--- config.mk ---
export PLATFORM = sky130hd
export DESIGN_NAME = khct_store
export DESIGN_NICKNAME = d
export VERILOG_FILES = /design/src/design/assert_macros.svh /design/src/design/khct_pkg.sv /design/src/design/khct_store.sv
export SDC_FILE = /design/constraint.sdc
export NUM_CORES = 2
export LEC_CHECK = 0
export BUFFER_PORTS_ARGS = -buffer_cell sky130_fd_sc_hd__buf_2
export CORE_AREA = 2 2 673 675
export DETAILED_ROUTE_END_ITERATION = 6
export DIE_AREA = 0 0 675 677
export PLACE_DENSITY_LB_ADDON = 0.05
export SETUP_SLACK_MARGIN = 0.15
export SKIP_LAST_GASP = 1
export SLEW_MARGIN = 20
export SYNTH_ARGS = -nofsm -noshare
export SYNTH_HDL_FRONTEND = slang
export SYNTH_SLANG_ARGS = --single-unit
export TNS_END_PERCENT = 50
--- constraint.sdc ---
create_clock -name clk -period 5.6 [get_ports clk]
set_input_delay 0.28 -clock clk [delete_from_list [all_inputs] [get_ports clk]]
set_output_delay 0.28 -clock clk [all_outputs]
set_load 0.02 [all_outputs]
--- src/design/assert_macros.svh ---
// ---------------------------------------------------------------------------
// Assertion macros
// Clocked assertion helpers shared by the RTL. They expect clk and arst_n in
// the scope where they are used.
// ---------------------------------------------------------------------------
`ifndef ASSERT_MACROS_SVH
`define ASSERT_MACROS_SVH

// Property must hold at every rising edge outside reset.
`define KHCT_ASSERT(lbl, prop, msg) \
	lbl: assert property (@(posedge clk) disable iff (!arst_n) prop) \
		else $error(msg);

// Condition must never be true at a rising edge outside reset.
`define KHCT_NEVER(lbl, cond, msg) \
	lbl: assert property (@(posedge clk) disable iff (!arst_n) !(cond)) \
		else $error(msg);

`endif

--- src/design/khct_pkg.sv ---
// ---------------------------------------------------------------------------
// khct_pkg
// Types, constants and codes for the keyed hit counter table.
// ---------------------------------------------------------------------------
package khct_pkg;

	localparam int unsigned CAPACITY = 64;
	localparam int unsigned IDX_W    = $clog2(CAPACITY);
	localparam int unsigned OCC_W    = $clog2(CAPACITY + 1);

	localparam int unsigned OP_W     = 3;
	localparam int unsigned KEY_W    = 32;
	localparam int unsigned CNT_W    = 32;
	localparam int unsigned EIDX_W   = 6;
	localparam int unsigned STATUS_W = 2;
	localparam int unsigned OCCF_W   = 7;

	typedef enum logic [OP_W-1:0] {
		OP_ADD    = 3'd0,
		OP_DELETE = 3'd1,
		OP_HIT    = 3'd2,
		OP_QUERY  = 3'd3,
		OP_READ   = 3'd4
	} op_t;

	typedef enum logic [STATUS_W-1:0] {
		ST_OK        = 2'd0,
		ST_FULL      = 2'd1,
		ST_NOT_FOUND = 2'd2,
		ST_BAD_INDEX = 2'd3
	} status_t;

	typedef enum logic [2:0] {
		S_IDLE,
		S_SCAN,
		S_MOVE,
		S_RDWAIT,
		S_RESP
	} state_t;

	typedef struct packed {
		logic [KEY_W-1:0] key;
		logic [CNT_W-1:0] count;
	} entry_t;

	// One read port and one write port of the entry store.
	typedef struct packed {
		logic             rd_en;
		logic [IDX_W-1:0] rd_addr;
		logic             wr_en;
		logic [IDX_W-1:0] wr_addr;
		entry_t           wr_data;
	} mem_cmd_t;

	typedef struct packed {
		logic [STATUS_W-1:0] status;
		logic                found;
		logic [KEY_W-1:0]    key_out;
		logic [CNT_W-1:0]    count_out;
	} result_t;

	// Saturating counter increment.
	function automatic logic [CNT_W-1:0] sat_inc(input logic [CNT_W-1:0] c);
		sat_inc = (&c) ? c : c + CNT_W'(1);
	endfunction

endpackage

--- src/design/khct_store.sv ---
// ---------------------------------------------------------------------------
// khct_store
// Entry memory: key and counter side by side, one write and one read port,
// registered read data.
// ---------------------------------------------------------------------------
module khct_store (
	input  logic               clk,
	input  khct_pkg::mem_cmd_t cmd,
	output khct_pkg::entry_t   rd_data
);

	khct_pkg::entry_t mem_q [khct_pkg::CAPACITY];
	khct_pkg::entry_t rd_data_q;

	always_ff @(posedge clk) begin
		if (cmd.wr_en) begin
			mem_q[cmd.wr_addr] <= cmd.wr_data;
		end
		if (cmd.rd_en) begin
			rd_data_q <= mem_q[cmd.rd_addr];
		end
	end

	assign rd_data = rd_data_q;

endmodule

==> results.yml <==
placed_design:
  gp_congestion: 0.734
  dpl_cell_area_um2: 167000
  pre_cts_ws_ns: 1.79
  io_buffers: 142
  dpl.hpwl_um: 281000
route:
  dr_wl_met3_um: 24200
  drt_iter0_drc: 7510
  drc_errors: 0
  num_vias: 76100
  highest-signal-layer: "met5"
  dr_wl_met2_um: 260000
  wl_um: 525000
  ant_nets: 0
  wire_per_inst_um: 38.7
  first_pass_iters: 5
  vias_per_cell: 5.61
  drt-met1-wl_um: 230000
cts:
  clk_pin_slew_worst_paths_ns: 0.06
  htreeDepth: 5
  post_cts_resized: 0
  cts.sinks: 4160
  cts-root-buf: "clkbuf_16"
  cts_tree: "yes"
  cts_buffers: 459
  clk_latency_ns: 1.00
  clk_path_buf_depth: 4
worst_setup_path:
  cp-startpoint: "cmd[66]"
  reg2reg_from: "mem_q[47][1]"
  required_ns: 6.19
  startpoint_type: "primary input"
  cp_max_fo: 33
  path_cells: "dlygate4sd3_1 -> buf_2 -> nand4_1 -> nor2_4 -> buf_12"
  critPathMaxStageDelay_ns: 1.18
  critPathBufInv: 3
  end_kind: "register"
  path_delay_family: "simple AND/OR/NAND/NOR gates"
  path_class: "primary input to register"
  worst_path_max_delay_cell: "nor2_4"
  cp.arrival_ns: 3.75
floorplanning:
  core_um2: 451000
  die_area_um2: 457000
  rows: 247
  start_util: 0.348
  fp.dieW_um: 675
  io_pins: 143
  dieHeight_um: 677
timing:
  final-setup-viol-count: 0
  relSlewSlack: 0.220
  maxSlewViolCount: 0
  fin_skew_ns: 0.0408
  final-hold-violation-count: 0
  fin_crit_sh: 0.565
  max_freq_mhz: 316
  worstMarginPinSlew_ns: 1.17
  setup_ws_ns: 2.44
  rsz0062_at_grt: "false"
  period_needed_ns: 3.16
pwr:
  power.share.switching: 0.216
  finalPower_mw: 67.5
  p_sw_mw: 14.6
  power.internal_mw: 52.9
  p_leak_nw: 56.6
  power_density_nw_per_um2: 369
  clockPowerShare: 0.438
  p_seq_frac: 0.514
  max-vdd-ir-drop_mv: 0.299
  combPwrFrac: 0.048
yosys:
  syn_area_um2: 157000
  synth-seq-cells: 4160
  synthArstFlopShare: 0
  synth-main-ff-cell: "edfxtp_1"
  yosysSeqAreaShare: 0.796
  synth_edf_count: 4160
  netlist_instances: 6598
  syn_nets: 6677
  ys_types: 32
  yosysWarnings: 0
  avgSynthCellArea_um2: 23.8
global_routing:
  grt_pass1_vias: 78400
  grt_usage: 0.228
  grt_pass1_wl_um: 709000
  overflow: 0
  grt_max_degree: 88
  antenna_found_initial: 50
final_layout:
  layout_common_cells: "4,160 x edfxtp_1, 1,024 x mux4_2, 470 x clkbuf_16"
  area_growth_syn_to_layout_pct: 16.5
  mostFrequentLayoutCell: "edfxtp_1"
  nets: 7278
  drive_gt1_frac: 0.291
  final_area_um2: 183000
worst_hold_path:
  worstHoldPathType: "primary input to register"
  hp-start: "cmd[24]"
outcome:
  status: "finished, final reports clean"
run:
  drv_cap: 0
==> worst paths after layout <==
kind	endpoint	slack (ns)	cells after the start
max reg2reg	rd_data[1]	3.06	5
min reg2reg	rd_data[16]	0.92	4
max	mem_q[63][12]	2.44	5
min	mem_q[1][24]	0.08	1
==> layer usage <==
metal	track usage	vias to the layer above
met5	0	-
met4	0.0425	10
met3	0.0289	579
met2	0.382	2147
met1	0.323	43500
li1	-	29900
==> power groups by stage <==
| stage | Clock (mW) | Sequential (mW) | Combinational (mW) |
|---|---|---|---|
| finish | 29.5 | 34.7 | 3.23 |
| global route | 31.4 | 34.7 | 3.44 |
| global placement | 0 | 35.3 | 3.21 |
| detailed placement | 0 | 35.4 | 3.24 |
| CTS | 30.3 | 34.7 | 3.28 |
| floorplan | 0 | 35.3 | 1.61 |
==> layout make-up <==
type                    count  area, um^2
clock buffers             556       12100
flip-flops and latches   4160      125000
inverters                  19        71.3
fillers                 39600      268000
clock inverters           282        2490
diodes                      9        22.5
multi-input cells        2049       30800
well taps                5976        7480
repair buffers            510        4980
==> stage by stage <==
step / setup TNS (ns) / hold WS (ns) / cells / utilization
2_1_floorplan: -7.03 / 0.379 / 6598 / -
3_3_place_gp: 0 / 0.766 / 12600 / 0.371
3_5_place_dp: 0 / 0.772 / 12600 / 0.372
4_1_cts: 0 / 0.00165 / 13500 / 0.405
5_1_grt: 0 / 0.0951 / 13600 / 0.406
6_report: 0 / 0.0790 / 13600 / 0.406
==> state kept, by name, summed over array words and instances, names as in the netlist <==
signal,cells
mem_q,4096
rd_data,64
==> Yosys cell counts (29+ instances only) <==
cell,number,area [um^2]
a211oi_1,63,473
buf_4,34,255
edfxtp_1,4160,125000
nand2_1,58,218
o22ai_1,83,519
mux2i_1,135,1350
or3_1,29,181
mux4_2,1024,23100
clkbuf_1,140,526
nor2_1,112,420
buf_2,170,851
and3_1,64,400
a22oi_1,168,1260
nand3_1,45,225
a22o_1,88,771
o221ai_1,38,333
==> repair_timing <==
action	4_1_cts	5_1_grt
hold buffers	40	29
setup endpoints to repair	0	0
buffers inserted	0	0
endpoints found under the hold margin	1367	1856
==> worst reg2reg max path, cell delays in order (launching register included) <==
cell and delay (ns):
edfxtp_1 0.36, mux4_2 0.46, mux2i_1 0.60, nand2_1 0.41
a31oi_1 0.27, a211oi_1 0.11
==> cells by family (layout without fill, tap and decap cells) <==
| group | Yosys count | after routing | synth area share |
|---|---|---|---|
| multiplexers | 1159 | 1159 | 0.156 |
| buffers and inverters | 389 | 1367 | 0.0118 |
| other | 0 | 9 | 0 |
| flip-flops | 4160 | 4160 | 0.796 |
| AO/OA/AOI/OAI | 504 | 504 | 0.0247 |
| AND/OR/NAND/NOR | 386 | 386 | 0.0123 |
(Power assumes the default switching activity.)
